## src/sv/deq_pkg.sv

```systemverilog
// Shared constants and types for the double-ended queue core.
package deq_pkg;

  localparam int CAPACITY    = 16;
  localparam int VALUE_WIDTH = 32;
  localparam int ADDR_W      = $clog2(CAPACITY);
  localparam int CNT_W       = $clog2(CAPACITY + 1);
  localparam int SUM_W       = CNT_W + 1;

  localparam logic [2:0] MODE_PUSH_FRONT = 3'd0;
  localparam logic [2:0] MODE_PUSH_BACK  = 3'd1;
  localparam logic [2:0] MODE_POP_FRONT  = 3'd2;
  localparam logic [2:0] MODE_POP_BACK   = 3'd3;
  localparam logic [2:0] MODE_QUERY      = 3'd4;

  localparam logic [1:0] STATUS_OK    = 2'd0;
  localparam logic [1:0] STATUS_FULL  = 2'd1;
  localparam logic [1:0] STATUS_EMPTY = 2'd2;

  typedef enum logic {
    ST_IDLE,
    ST_RESP
  } deq_state_t;

  // Store access and result info produced for one request.
  typedef struct packed {
    logic                   we;
    logic [ADDR_W-1:0]      wr_addr;
    logic [VALUE_WIDTH-1:0] wr_data;
    logic [ADDR_W-1:0]      rd_front_addr;
    logic [ADDR_W-1:0]      rd_back_addr;
    logic [CNT_W-1:0]       count;
    logic [1:0]             status;
  } deq_access_t;

endpackage

```

## src/sv/double_ended_queue_core.sv

```systemverilog
// Top level of the double-ended queue core: request FSM, entry store and result register.
//
// Bounded deque of CAPACITY entries held in a ring in two identical copies of a
// one-write/one-read RAM, so that the front and back entries can be read in the
// same cycle. A request is taken in the cycle the core is idle: the push, if any,
// is written and both end slots after the request are read in that cycle; in
// ST_RESP a same-slot push is forwarded around the RAM read, and the result
// register is loaded once it is free, which may wait on out_ready. Store entries
// need no clearing after reset: only entries written by a push ever reach the
// outputs, since an empty result carries zeros.
module double_ended_queue_core import deq_pkg::*; (
  input  logic               clk,
  input  logic               rst_n,
  input  logic               in_valid,
  output logic               in_ready,
  input  logic [2:0]         in_mode,
  input  logic signed [31:0] in_value,
  output logic               out_valid,
  input  logic               out_ready,
  output logic signed [31:0] out_front_value,
  output logic signed [31:0] out_back_value,
  output logic [4:0]         out_entry_count,
  output logic               out_is_empty,
  output logic [1:0]         out_status
);

  deq_state_t             state_r, state_nxt;
  deq_access_t            acc;
  logic                   in_fire, out_load;
  logic [VALUE_WIDTH-1:0] rd_front, rd_back;

  logic                   fwd_front_r, fwd_back_r;
  logic [VALUE_WIDTH-1:0] wdata_r;
  logic [CNT_W-1:0]       pend_count_r;
  logic [1:0]             pend_status_r;

  logic                   out_valid_r;
  logic [31:0]            front_r, back_r;
  logic [4:0]             count_out_r;
  logic                   empty_out_r;
  logic [1:0]             status_out_r;

  logic [VALUE_WIDTH-1:0] front_sel, back_sel;
  logic [63:0]            front_ext, back_ext;
  logic                   pend_empty;

  assign in_fire = in_valid && in_ready;

  deq_ptr u_ptr (
    .clk      (clk),
    .rst_n    (rst_n),
    .req_fire (in_fire),
    .mode     (in_mode),
    .value    (in_value),
    .acc      (acc)
  );

  deq_ram #(.WIDTH(VALUE_WIDTH), .DEPTH(CAPACITY)) u_ram_front (
    .clk     (clk),
    .we      (in_fire && acc.we),
    .wr_addr (acc.wr_addr),
    .wr_data (acc.wr_data),
    .rd_en   (in_fire),
    .rd_addr (acc.rd_front_addr),
    .rd_data (rd_front)
  );

  deq_ram #(.WIDTH(VALUE_WIDTH), .DEPTH(CAPACITY)) u_ram_back (
    .clk     (clk),
    .we      (in_fire && acc.we),
    .wr_addr (acc.wr_addr),
    .wr_data (acc.wr_data),
    .rd_en   (in_fire),
    .rd_addr (acc.rd_back_addr),
    .rd_data (rd_back)
  );

  // next state
  always_comb begin
    state_nxt = state_r;
    case (state_r)
      ST_IDLE: if (in_valid) state_nxt = ST_RESP;
      ST_RESP: if (!out_valid_r || out_ready) state_nxt = ST_IDLE;
      default: state_nxt = ST_IDLE;
    endcase
  end

  // state outputs
  always_comb begin
    in_ready = 1'b0;
    out_load = 1'b0;
    case (state_r)
      ST_IDLE: in_ready = 1'b1;
      ST_RESP: out_load = !out_valid_r || out_ready;
      default: in_ready = 1'b0;
    endcase
  end

  always_ff @(posedge clk) begin
    if (!rst_n) begin
      state_r <= ST_IDLE;
    end else begin
      state_r <= state_nxt;
    end
  end

  // RAM reads return old data when the same slot is written in that cycle
  always_ff @(posedge clk) begin
    if (in_fire) begin
      fwd_front_r   <= acc.we && (acc.rd_front_addr == acc.wr_addr);
      fwd_back_r    <= acc.we && (acc.rd_back_addr == acc.wr_addr);
      wdata_r       <= acc.wr_data;
      pend_count_r  <= acc.count;
      pend_status_r <= acc.status;
    end
  end

  assign front_sel  = fwd_front_r ? wdata_r : rd_front;
  assign back_sel   = fwd_back_r ? wdata_r : rd_back;
  assign front_ext  = 64'(front_sel);
  assign back_ext   = 64'(back_sel);
  assign pend_empty = (pend_count_r == '0);

  always_ff @(posedge clk) begin
    if (out_load) begin
      front_r      <= pend_empty ? 32'd0 : front_ext[31:0];
      back_r       <= pend_empty ? 32'd0 : back_ext[31:0];
      count_out_r  <= 5'(pend_count_r);
      empty_out_r  <= pend_empty;
      status_out_r <= pend_status_r;
    end
  end

  always_ff @(posedge clk) begin
    if (!rst_n) begin
      out_valid_r <= 1'b0;
    end else if (out_load) begin
      out_valid_r <= 1'b1;
    end else if (out_ready) begin
      out_valid_r <= 1'b0;
    end
  end

  assign out_valid       = out_valid_r;
  assign out_front_value = $signed(front_r);
  assign out_back_value  = $signed(back_r);
  assign out_entry_count = count_out_r;
  assign out_is_empty    = empty_out_r;
  assign out_status      = status_out_r;

`ifndef NO_ASSERTIONS
  a_one_at_a_time: assert property (@(posedge clk) disable iff (!rst_n)
    in_fire |=> !in_ready && state_r == ST_RESP)
    else $error("second request taken while one is pending");

  a_empty_zero: assert property (@(posedge clk) disable iff (!rst_n)
    out_valid && out_is_empty |-> out_front_value == 0 && out_back_value == 0)
    else $error("empty result carries nonzero values");

  a_empty_count: assert property (@(posedge clk) disable iff (!rst_n)
    out_valid |-> out_is_empty == (out_entry_count == 5'd0))
    else $error("empty flag disagrees with count");

  a_full_status: assert property (@(posedge clk) disable iff (!rst_n)
    out_valid && out_status == STATUS_FULL |-> out_entry_count == 5'(CAPACITY))
    else $error("push dropped while not full");

  a_empty_status: assert property (@(posedge clk) disable iff (!rst_n)
    out_valid && out_status == STATUS_EMPTY |-> out_is_empty)
    else $error("pop ignored while not empty");
`endif

endmodule

```

## src/sv/deq_ram.sv

```systemverilog
// Generic single-write, single-read RAM with registered read data.
module deq_ram #(
  parameter int WIDTH = 32,
  parameter int DEPTH = 16,
  localparam int AW = $clog2(DEPTH)
) (
  input  logic             clk,
  input  logic             we,
  input  logic [AW-1:0]    wr_addr,
  input  logic [WIDTH-1:0] wr_data,
  input  logic             rd_en,
  input  logic [AW-1:0]    rd_addr,
  output logic [WIDTH-1:0] rd_data
);

  logic [WIDTH-1:0] mem [DEPTH];

  always_ff @(posedge clk) begin
    if (we) begin
      mem[wr_addr] <= wr_data;
    end
    if (rd_en) begin
      rd_data <= mem[rd_addr];
    end
  end

endmodule

```

## src/sv/deq_ptr.sv

```systemverilog
// Head pointer and fill count, with the store addresses for each request.
module deq_ptr import deq_pkg::*; (
  input  logic        clk,
  input  logic        rst_n,
  input  logic        req_fire,
  input  logic [2:0]  mode,
  input  logic [31:0] value,
  output deq_access_t acc
);

  logic [ADDR_W-1:0] head_r, head_nxt;
  logic [CNT_W-1:0]  count_r, count_nxt;
  logic [ADDR_W-1:0] head_dec, head_inc, tail_slot, back_slot;
  logic              full, empty;
  logic              we;
  logic [ADDR_W-1:0] wr_addr;
  logic [1:0]        status;

  function automatic logic [ADDR_W-1:0] wrap(input logic [SUM_W-1:0] s);
    logic [SUM_W-1:0] r;
    r = (s >= SUM_W'(CAPACITY)) ? s - SUM_W'(CAPACITY) : s;
    return r[ADDR_W-1:0];
  endfunction

  assign full      = (count_r == CNT_W'(CAPACITY));
  assign empty     = (count_r == '0);
  assign head_dec  = (head_r == '0) ? ADDR_W'(CAPACITY - 1) : head_r - ADDR_W'(1);
  assign head_inc  = (head_r == ADDR_W'(CAPACITY - 1)) ? '0 : head_r + ADDR_W'(1);
  assign tail_slot = wrap(SUM_W'(head_r) + SUM_W'(count_r));

  always_comb begin
    head_nxt  = head_r;
    count_nxt = count_r;
    we        = 1'b0;
    wr_addr   = tail_slot;
    status    = STATUS_OK;
    case (mode)
      MODE_PUSH_FRONT: begin
        if (full) begin
          status = STATUS_FULL;
        end else begin
          head_nxt  = head_dec;
          wr_addr   = head_dec;
          we        = 1'b1;
          count_nxt = count_r + CNT_W'(1);
        end
      end
      MODE_PUSH_BACK: begin
        if (full) begin
          status = STATUS_FULL;
        end else begin
          we        = 1'b1;
          count_nxt = count_r + CNT_W'(1);
        end
      end
      MODE_POP_FRONT: begin
        if (empty) begin
          status = STATUS_EMPTY;
        end else begin
          head_nxt  = head_inc;
          count_nxt = count_r - CNT_W'(1);
        end
      end
      MODE_POP_BACK: begin
        if (empty) begin
          status = STATUS_EMPTY;
        end else begin
          count_nxt = count_r - CNT_W'(1);
        end
      end
      default: begin
        // query, and the unused codes, change nothing
      end
    endcase
  end

  // back slot after the request; don't care when the queue ends up empty
  always_comb begin
    if (count_nxt == '0) begin
      back_slot = head_nxt;
    end else begin
      back_slot = wrap(SUM_W'(head_nxt) + SUM_W'(count_nxt) - SUM_W'(1));
    end
  end

  always_comb begin
    acc.we            = we;
    acc.wr_addr       = wr_addr;
    acc.wr_data       = VALUE_WIDTH'($unsigned(value));
    acc.rd_front_addr = head_nxt;
    acc.rd_back_addr  = back_slot;
    acc.count         = count_nxt;
    acc.status        = status;
  end

  always_ff @(posedge clk) begin
    if (!rst_n) begin
      head_r  <= '0;
      count_r <= '0;
    end else if (req_fire) begin
      head_r  <= head_nxt;
      count_r <= count_nxt;
    end
  end

`ifndef NO_ASSERTIONS
  a_count_bound: assert property (@(posedge clk) disable iff (!rst_n)
    count_r <= CNT_W'(CAPACITY))
    else $error("fill count beyond capacity");

  a_head_bound: assert property (@(posedge clk) disable iff (!rst_n)
    SUM_W'(head_r) < SUM_W'(CAPACITY))
    else $error("head index beyond capacity");

  a_idle_hold: assert property (@(posedge clk) disable iff (!rst_n)
    !req_fire |=> $stable(head_r) && $stable(count_r))
    else $error("pointer moved without a request");
`endif

endmodule
```

## config.mk

```make
export PLATFORM = sky130hd
export DESIGN_NAME = double_ended_queue_core
export DESIGN_NICKNAME = d
export VERILOG_FILES = /design/src/sv/deq_pkg.sv /design/src/sv/double_ended_queue_core.sv /design/src/sv/deq_ram.sv /design/src/sv/deq_ptr.sv
export SDC_FILE = /design/constraint.sdc
export NUM_CORES = 1
export LEC_CHECK = 0
export BUFFER_PORTS_ARGS = -buffer_cell sky130_fd_sc_hd__clkbuf_2
export CAP_MARGIN = 20
export CORE_MARGIN = 1.5
export CORE_UTILIZATION = 45
export DETAILED_ROUTE_END_ITERATION = 8
export PLACE_DENSITY = 0.63
export SLEW_MARGIN = 5
export SYNTH_ARGS = -nofsm -noshare
export SYNTH_HDL_FRONTEND = slang
export SYNTH_SLANG_ARGS = --single-unit
```

## constraint.sdc

```tcl
create_clock -name clk -period 18.6 [get_ports clk]
set_input_delay 4.65 -clock clk [delete_from_list [all_inputs] [get_ports clk]]
set_output_delay 4.65 -clock clk [all_outputs]
set_load 0.05 [all_outputs]
```

-- Word-level counts from Yosys, hierarchy flattened
Memory sizes are Yosys's and may differ from the RTL's. A register that Yosys moved wholly into a read port is not among the register bits.
Cells that the tools add are included.
- add/sub/neg operators: 9
- magnitude comparators: 2
- bitwise operators: 1
- multiplexer cells: 29
- reductions and logical operators: 14
- eq/ne operators: 7
- operator list (kind ; number):
    2-to-1 mux 32 bit ; 2
    2-to-1 mux 4 bit ; 9
    logical NOT 5 bit ; 3
    adder 4 x 5 -> 6 bit ; 2
    >= comparator 6 x 5 -> 1 bit, second input constant ; 2
    subtractor 4 x 1 -> 4 bit, second input constant ; 3
    2-to-1 mux 1 bit ; 11
    2-to-1 mux 5 bit ; 2
    case mux 5 bit (2 select lines) ; 1
    equality test 4 bit ; 2
    case mux 4 bit (2 select lines) ; 1
    equality test 3 x 2 -> 1 bit, second input constant ; 2
    subtractor 6 x 1 -> 6 bit, second input constant ; 1
    adder 5 x 1 -> 5 bit, second input constant ; 1
    equality test 5 bit, second input constant ; 1
    subtractor 5 x 1 -> 5 bit, second input constant ; 1
    adder 4 x 1 -> 4 bit, second input constant ; 1
    equality test 4 bit, second input constant ; 1
    logical AND 1 bit ; 4
    logical NOT 4 bit ; 1
    case mux 2 bit (2 select lines) ; 1
    OR reduction 2 bit ; 2
    equality test 3 x 1 -> 1 bit, second input constant ; 1
    logical NOT 3 bit ; 1
    other kinds (6) ; 6
- output and inout port bits: 74
- memory bits (writable): 1024
- memories: 2
- input bits: 39
- flip-flop bits (word level): 124
- logic and storage cells: 78
- memories (name ; depth ; bits a word ; read ports ; clocked after Yosys merged registers in ; wr ports ; RTL line ; text):
    u_ram_back.mem ; 16 ; 32 ; 1 ; 1 ; 1 ; deq_ram.sv:16 ; logic [WIDTH-1:0] mem [DEPTH];
    u_ram_front.mem ; 16 ; 32 ; 1 ; 1 ; 1 ; deq_ram.sv:16 ;

-- Longest topological paths before layout
Gate-level depths: netlist of run 1.
- word-level depth: 11
- gate-level depth with buffers: 26
- mapped depth without buffers: 18

-- By module
A second synthesis of run 1 with hierarchy kept.
- cells, all modules: 2148
- area total of the unflattened synthesis: 46459.6 µm²
- by module, submodules not included (module ; times used ; area an instance (µm²) ; cells each ; seq. area each (µm²)):
    deq_ram (u_ram_front) ; 1 ; 20174.3 ; 838 ; 16335.7
    deq_ram (u_ram_back) ; 1 ; 20155.6 ; 838 ; 16335.7
    double_ended_queue_core ; 1 ; 4586.9 ; 283 ; 3433.3
    deq_ptr ; 1 ; 1542.7 ; 189 ; 180.2

-- Least setup slack after synthesis of run 1
No wires, ideal clock.
- path kind: input port to flip-flop
- start point: in in_valid
- end point: mem u_ram_front.mem[15][0] (enable)
- stages on the path: 5
- library setup time: 0.421 ns
- data required time: 18.179 ns
- path buffers: 1
- path slack: 8.124 ns
- data arrival time: 10.055 ns
- path through: nand2_1 > inv_1 > clkbuf_1 > nand4_1 > nor2_1
- cells in the longest elaborated chain, start to end: 4
- RTL lines (what ; RTL line ; text):
    start, declared ; double_ended_queue_core.sv:14 ; input logic in_valid,
    logical AND 1 bit ; double_ended_queue_core.sv:47 ; assign in_fire = in_valid && in_ready;
    named net in_fire ; double_ended_queue_core.sv:29 ; logic in_fire, out_load;
    logical AND 1 bit ; double_ended_queue_core.sv:60 ; .we (in_fire && acc.we),
    2-to-1 mux 1 bit ; deq_ram.sv:19 ; if (we) begin
    2-to-1 mux 1 bit (not written as such) ; deq_ram.sv:20 ; mem[wr_addr] <= wr_data;
    end, declared ; deq_ram.sv:16 ;
The timed path passes the listed nets, and every way through them passes these cells.

-- Worst setup path in the final report of run 1
- start point: in in_mode[2]
- end point: reg u_ram_back.rd_data[14] (read register of u_ram_back.mem) (data pin)
- cells in the longest elaborated chain, start to end: 8
- elaborated cells on any way between the ends: 15
- classes of those cells: 3 x add/sub; 1 x order compare; 3 x eq/ne; 4 x mux; 4 x reduce/logical
- RTL lines (what ; RTL line ; text):
    start, declared ; double_ended_queue_core.sv:16 ; input logic [2:0] in_mode,
    equality test 3 x 2 -> 1 bit, or another cell as far along ; deq_ptr.sv:37 ; case (mode)
    OR reduction 2 bit (no line) ; n/a ;
    case mux 5 bit (2 select lines) ; deq_ptr.sv:37 ;
    adder 4 x 5 -> 6 bit ; deq_ptr.sv:82 ; back_slot = wrap(SUM_W'(head_nxt) + SUM_W'(count_nxt) - SUM_W'(1));
    subtractor 6 x 1 -> 6 bit ; deq_ptr.sv:82 ;
    >= comparator 6 x 5 -> 1 bit / subtractor 4 x 1 -> 4 bit (equally long branches) ; deq_ptr.sv:21 ; r = (s >= SUM_W'(CAPACITY)) ? s - SUM_W'(CAPACITY) : s;
    2-to-1 mux 4 bit ; deq_ptr.sv:21 ;
    2-to-1 mux 4 bit (*) ; deq_ptr.sv:79 ; if (count_nxt == '0) begin
    end, declared ; deq_ram.sv:13 ; output logic [WIDTH-1:0] rd_data
Mark *: on every way between the ends. The rest lies on a longest branch, timed or not.
A chain may end at the register's enable or synchronous reset.

==> results.sh, run 1 <==
export IMPL_status="finished, final reports clean"
export IMPL_rsz0062_at_grt="false"
export IMPL_drt_initial_drc_count=3045
export IMPL_syn_to_final_growth_pct=11.2
export IMPL_gp_congestion=0.846
export IMPL_ys_seq_area_share_pct=61.1
export IMPL_layout_min_cycle_time_ns=10.50
export IMPL_clock_skew_ns=0.0227
export IMPL_grt_overflow=0
export IMPL_wl_met2_mm=49.9
export IMPL_viasPerCell=6.44
export IMPL_synth_edff_count=689
export IMPL_hold_buffers=0
export IMPL_clk_transition_reported_paths_ns=0.06
export IMPL_antenna_found_initial=3
export IMPL_cp_start_kind="input port"
export IMPL_clock_sinks=700
export IMPL_grt_util_all_layers_pct=27.1
export IMPL_wl_per_cell_microns=27.3
export IMPL_final_cells=3925
export IMPL_p_per_area_nw_per_um2=129
export IMPL_layout_drive_gt1_share_pct=11.8
export IMPL_dp_cells=3784
export IMPL_cp_end_kind="register"
export IMPL_ys_warn_count=0
export IMPL_async_flop_share_pct=0
export IMPL_rows=100
export IMPL_setup_violations=0
export IMPL_required_ns=18.96
export IMPL_crit_type="input port to register"
export IMPL_cts_resized=0
export IMPL_total_power_mw=4.90
export IMPL_routed_wl_met3_mm=11.8
export IMPL_synth_top_area_share_pct=60.4
export IMPL_fin_ws_ns=8.10
export IMPL_fin_nets=2949
export IMPL_synth_area_top_cells="edfxtp_1 (60%), mux2i_1 (7.7%), nand2_1 (4.8%)"
export IMPL_leakagePower_nw=13.6
export IMPL_syn_avg_cell_area_sq_um=11.8
export IMPL_cp_arrival_ns=10.86
export IMPL_cts_setup_buffers=0
export IMPL_relSlewSlack_pct=25.7
export IMPL_min_delay_path_class="register to register"
export IMPL_drt_pass1_iterations=5
export IMPL_syn_area_sq_um=34200
export IMPL_wirelength_met1_mm=41.2
export IMPL_hold_ws_ns=0.427
export IMPL_wirelength_mm=107
export IMPL_insertion_delay_ns=0.63
export IMPL_drtAntennaViolNets=0
export IMPL_final_core_util_pct=50.8
export IMPL_fmax_ghz=0.0952
export IMPL_tns_ns=0
export IMPL_grt_max_degree=134
export IMPL_grt_pass1_vias=24840
export IMPL_syn_nets=2941
export IMPL_synth_cell_types=66
export IMPL_crit_fanout=39
export IMPL_synth_top_area_cell="edfxtp_1"
export IMPL_clock_path_buffers=3
export IMPL_core_sq_um=74800
export IMPL_num_vias=25287
export IMPL_highest_layer="met5"
export IMPL_drv_slew=0
export IMPL_clockRootBuffer="clkbuf_16"
export IMPL_io_buffers=112
export IMPL_die_area_sq_um=77700
export IMPL_grt_first_pass_wirelength_mm=157
export IMPL_max_slew_worst_pin_slew_ns=1.11
export IMPL_drc_errors=0
export IMPL_hold_viol_final=0
export IMPL_cts_tree="yes"
export IMPL_initial_core_util_pct=45.7
export IMPL_synth_ff_type="edfxtp_1"
export IMPL_design_area_sq_um=38000
export IMPL_post_route_period_util_pct=56.5
export IMPL_die_w_microns=279
export IMPL_htree_levels=3
export IMPL_synth_common_cells="edfxtp_1 (689), nand2_1 (438), mux2i_1 (262), a21oi_1 (201), clkbuf_1 (170)"
export IMPL_maxCapViolCount=0
export IMPL_dp_hpwl_mm=54.5
export IMPL_ir_worst_vdd_mv=0.108
export IMPL_nFillCells=6393
export IMPL_placed_cell_area_sq_um=35600
export IMPL_cts_made_buffers=78
export IMPL_synth_most_common_cell="edfxtp_1"
export IMPL_dp_slack_ns=7.65
export IMPL_io_pins=113
export IMPL_ys_ff_latch=700
export IMPL_synthCells=2889
export IMPL_die_y_microns=279
[power breakdown]
part / total [mW] / switching, mW / internal (mW) / leakage (nW)
logic: 1.54 / 1.00 / 0.531 / 6.09
registers: 1.91 / 0.0439 / 1.86 / 6.39
clock network: 1.46 / 0.632 / 0.828 / 1.16
total: 4.90 / 1.68 / 3.22 / 13.6
[final cells by class]
cell class              count  area, sq um  area share (%)
diodes                      1         2.50         0.00658
clock buffers              97         2070            5.43
clock inverters            41          288           0.756
inverters                  19         77.6           0.204
multi-input cells        1930        12400            32.7
flip-flops and latches    700        20900            55.0
well taps                 969         1210            3.19
repair buffers            168         1050            2.75
[sequential cells by signal, summed over array words and instances (netlist names)]
signal / count
out_valid: 1
u_ptr.head_r: 4
out_front_value: 32
out_is_empty: 1
fwd_front_r: 1
out_status: 2
pend_status_r: 2
u_ptr.count_r: 5
out_entry_count: 5
u_ram_back.rd_data: 32
out_back_value: 32
u_ram_front.mem: 512
state_r: 1
fwd_back_r: 1
wdata_r: 32
u_ram_front.rd_data: 32
pend_count_r: 5
[worst paths after layout]
check | startpoint | to | slack [ns] | cells past startpoint
setup reg to reg | u_ptr.count_r[1] | u_ram_back.rd_data[14] | 11.51 | 19
hold / removal | pend_status_r[1] | out_status[1] | 0.43 | 0
setup / recovery | in_mode[2] | u_ram_back.rd_data[14] | 8.10 | 18
hold reg to reg | pend_status_r[1] | out_status[1] | 0.43 | 0
[placed cells by master, fill, tap and decap left out, types with 3 or more instances in the layout]
master / netlist / final
a2111o_1: 32 / 31
a211oi_1: 98 / 98
a21boi_0: 5 / 5
a21oi_1: 201 / 200
a311oi_1: 3 / 3
a31oi_1: 127 / 127
and2_1: 6 / 5
and3_1: 131 / 131
buf_4: 3 / 52
bufinv_16: 0 / 3
clkbuf_1: 170 / 17
clkbuf_16: 0 / 80
clkbuf_2: 0 / 112
clkinv_1: 0 / 17
clkinv_2: 0 / 16
dfxtp_1: 11 / 11
edfxtp_1: 689 / 689
ha_1: 11 / 10
inv_1: 18 / 15
inv_6: 0 / 3
mux2i_1: 262 / 261
mux4_2: 31 / 31
nand2_1: 438 / 437
nand2b_1: 103 / 103
nand3_1: 106 / 106
nand4_1: 4 / 4
nor2_1: 99 / 82
nor2_4: 0 / 17
nor3_1: 101 / 101
nor3b_1: 3 / 3
o211ai_1: 3 / 3
o21ai_0: 98 / 98
o31ai_1: 3 / 3
o32a_1: 5 / 3
xnor2_1: 9 / 9
xor2_1: 6 / 6
[critical path, cell delays in order]
cell and delay (ns):
clkbuf_2 0.21, nor3_1 0.35, nand2_1 0.34, nor2_1 0.23
a221o_4 0.46, clkinv_2 0.67, ha_1 0.54, inv_1 0.07
ha_1 0.13, inv_1 0.06, fa_1 0.43, xnor2_1 0.14
or3_1 0.37, a21oi_1 0.30, o32a_1 0.81, buf_4 0.49
a211oi_1 0.10, a2111o_1 0.43
[routing by layer]
layer	up-vias	track usage, %
met2	1611	43.6
li1	10951	-
met3	304	5.81
met1	12415	35.4
met4	6	11.9
met5	-	0
[logic make-up after synthesis]
| group | count (synthesis) | share of synthesized area, % |
|---|---|---|
| simple gates | 1009 | 14.0 |
| flops | 700 | 61.1 |
| compound gates | 598 | 11.0 |
| mux | 295 | 9.80 |
| buf+inv | 259 | 3.22 |
| xor+xnor | 15 | 0.384 |
| fa+ha+maj | 13 | 0.519 |
Power figures use the tool's default switching activity.
==> run 2, diff against run 1 <==
- ABC_AREA: not set -> 1
- clock period: 18.6 -> 10.15 ns (I/O delays scaled with it)
==> run 2 against run 1 <==
- clock power is 80% higher
- final area is 1.6% higher
- power is 85% higher
- area after synthesis is 2.3% higher
- first-iteration DRC count is 10% lower
- critical path depth is 4 higher
- clock skew is 0.0045 ns higher
==> results.sh, run 2 <==
export IMPL_status="finished, final reports clean"
export IMPL_largest_reg_flops=512
export IMPL_layout_min_cycle_time_ns=6.75
export IMPL_comb_power_share_pct=32.3
export IMPL_grt_first_pass_wirelength_mm=154
export IMPL_cts_setup_buffers=0
export IMPL_relSlewSlack_pct=25.2
export IMPL_final_core_util_pct=50.1
export IMPL_clock_path_buffers=3
export IMPL_antenna_found_initial=3
export IMPL_async_flop_share_pct=0
export IMPL_synth_top_area_cell="edfxtp_1"
export IMPL_wirelength_mm=103
export IMPL_grt_overflow=0
export IMPL_die_y_microns=282
export IMPL_layout_common_cells="nand3_1 (789), edfxtp_1 (689), nand2_1 (653)"
export IMPL_final_common_cell="nand3_1"
export IMPL_cp_arrival_ns=7.12
export IMPL_io_buffers=112
export IMPL_crit_type="input port to register"
export IMPL_ys_seq_area_share_pct=59.7
export IMPL_setup_violations=0
export IMPL_cts_tree="yes"
export IMPL_drt_initial_drc_count=2737
export IMPL_grt_busiest_layer="met2"
export IMPL_cp_start_kind="input port"
export IMPL_ir_worst_vdd_mv=0.218
export IMPL_slowest_delay_ns=0.80
export IMPL_drtAntennaViolNets=0
export IMPL_power_switching_mw=3.28
export IMPL_ys_warn_count=0
export IMPL_drc_errors=0
export IMPL_synth_common_cells="nand3_1 (790), edfxtp_1 (689), nand2_1 (655), inv_1 (613), o21ai_0 (162)"
export IMPL_power_frac_clock_pct=29.1
export IMPL_io_pins=113
export IMPL_synth_edff_count=689
export IMPL_clockRootBuffer="clkbuf_16"
export IMPL_grt_pass1_vias=25271
export IMPL_hold_ws_ns=0.422
export IMPL_synth_ff_type="edfxtp_1"
export IMPL_use_met2_pct=42.8
export IMPL_gp_congestion=0.861
export IMPL_clk_transition_reported_paths_ns=0.06
export IMPL_grt_met3_usage_pct=3.90
export IMPL_crit_chain="clkbuf_2 > inv_2 > nand2_2 > nor2_2 > inv_2 > nand2_1 > o211ai_4 > buf_12 > inv_2 > ha_1 > inv_1 > ha_1 > inv_1 > fa_1 > inv_1 > nand2_1 > o21ai_4 > inv_2 > buf_4 > nand3_1 > nand3_1 > nand2_1"
export IMPL_path_buf_inv=10
export IMPL_initial_core_util_pct=45.3
export IMPL_viasPerCell=5.60
export IMPL_post_route_period_util_pct=66.5
export IMPL_p_seq_share_pct=38.6
export IMPL_hold_buffers=0
export IMPL_synth_most_common_cell="nand3_1"
export IMPL_core_sq_um=77200
export IMPL_met1_usage_pct=34.5
export IMPL_top_register="u_ram_front.mem"
export IMPL_fin_nets=3679
export IMPL_swShare_pct=36.2
export IMPL_maxCapViolCount=0
export IMPL_hold_viol_final=0
export IMPL_wl_per_cell_microns=21.8
export IMPL_synth_top_area_share_pct=59.1
export IMPL_rows=102
export IMPL_grt_max_degree=191
export IMPL_fmax_ghz=0.148
export IMPL_intPower_mw=5.77
export IMPL_syn_avg_cell_area_sq_um=9.63
export IMPL_synth_cell_types=39
export IMPL_max_slew_worst_pin_slew_ns=1.12
export IMPL_rsz0062_at_grt="false"
export IMPL_clock_skew_ns=0.0272
export IMPL_worst_path_max_delay_cell="buf_4"
export IMPL_clock_sinks=700
export IMPL_min_delay_path_class="register to register"
export IMPL_path_delay_family="buffers and inverters"
export IMPL_required_ns=10.52
export IMPL_die_area_sq_um=79500
export IMPL_synthCells=3635
export IMPL_leakagePower_nw=15.9
export IMPL_cts_made_buffers=75
export IMPL_syn_area_sq_um=35000
export IMPL_grt_util_all_layers_pct=26.0
export IMPL_syn_nets=3687
export IMPL_tns_ns=0
export IMPL_dp_hpwl_mm=51.9
export IMPL_insertion_delay_ns=0.62
export IMPL_cp_end_kind="register"
export IMPL_syn_to_final_growth_pct=10.5
export IMPL_ys_ff_latch=700
export IMPL_htree_levels=3
export IMPL_drv_slew=0
export IMPL_cts_resized=0
export IMPL_die_w_microns=282
export IMPL_crit_fanout=190
export IMPL_layout_drive_gt1_share_pct=10.5
export IMPL_synth_area_top_cells="edfxtp_1 (59%), nand3_1 (11%), nand2_1 (7.0%)"
export IMPL_p_per_area_nw_per_um2=234
export IMPL_num_vias=26469
export IMPL_path_common_cell="inv_2"
export IMPL_drt_pass1_iterations=6
## run 2: logic make-up after synthesis
logic type / share of synthesized area, %
adders and majority gates: 0.508
AOI/OAI and AO/OA: 7.65
and+or+nand+nor: 19.5
buffers and inverters: 10.2
xor gates and xnor gates: 0.325
DFF: 59.7
muxes: 2.06
## run 2: through the flow
| stage | power, mW | cells | setup WS, ns | instance area [sq um] |
|---|---|---|---|---|
| 4_1_cts | 9.04 | 4722 | 3.42 | 38600 |
| 5_1_grt | 9.45 | 4724 | 3.03 | 38700 |
| 6_report | 9.05 | 4725 | 3.40 | 38700 |
| 3_3_place_gp | 6.41 | 4589 | 2.98 | 36300 |
| 2_1_floorplan | 5.59 | 3635 | 3.54 | 35000 |
| 3_5_place_dp | 6.42 | 4589 | 2.81 | 36300 |
## run 2: worst paths after layout
path / startpoint / to / slack [ns] / depth (start not counted)
worst max-delay path: in_mode[2] / u_ram_back.rd_data[11] / 3.40 / 22
worst min-delay path: pend_status_r[0] / out_status[0] / 0.42 / 0
worst max register to register: u_ptr.count_r[1] / u_ram_back.rd_data[11] / 4.70 / 21
worst min register to register: pend_status_r[0] / out_status[0] / 0.42 / 0
## run 2: power by group through the flow
stage	Combinational [mW]	Sequential [mW]	Clock (mW)
after floorplan	1.96	3.63	0
after global placement	2.85	3.56	0
after detailed placement	2.87	3.56	0
after CTS	2.88	3.50	2.66
after global routing	3.17	3.51	2.77
final	2.92	3.50	2.63
## run 2: worst register-to-register path, stage by stage, from the launching register on
cell and delay, ns:
dfxtp_1 0.39, inv_1 0.20, ha_1 0.32, nand3_2 0.28
nand2_1 0.14, nand3_1 0.14, o211ai_4 0.12, buf_12 0.68
inv_2 0.16, ha_1 0.33, inv_1 0.06, ha_1 0.13
inv_1 0.05, fa_1 0.53, inv_1 0.04, nand2_1 0.10
o21ai_4 0.11, inv_2 0.21, buf_4 0.80, nand3_1 0.25
nand3_1 0.14, nand2_1 0.06
## run 2: routing by layer
layer  part of all wire [%]  up-vias
met5                  0.022        -
met4                    3.6        4
met3                    8.9      243
met2                     47     1316
met1                     41    12583
li1                       -    12323
## run 2: layout make-up
type | count | area, sq um
fill | 6897 | 38500
sequential | 700 | 20900
multi-input combinational | 2066 | 10800
inverter | 626 | 2350
clock buffer | 100 | 2060
tap | 1040 | 1300
timing repair buffer | 158 | 993
clock inverter | 33 | 270
antenna | 2 | 5.00
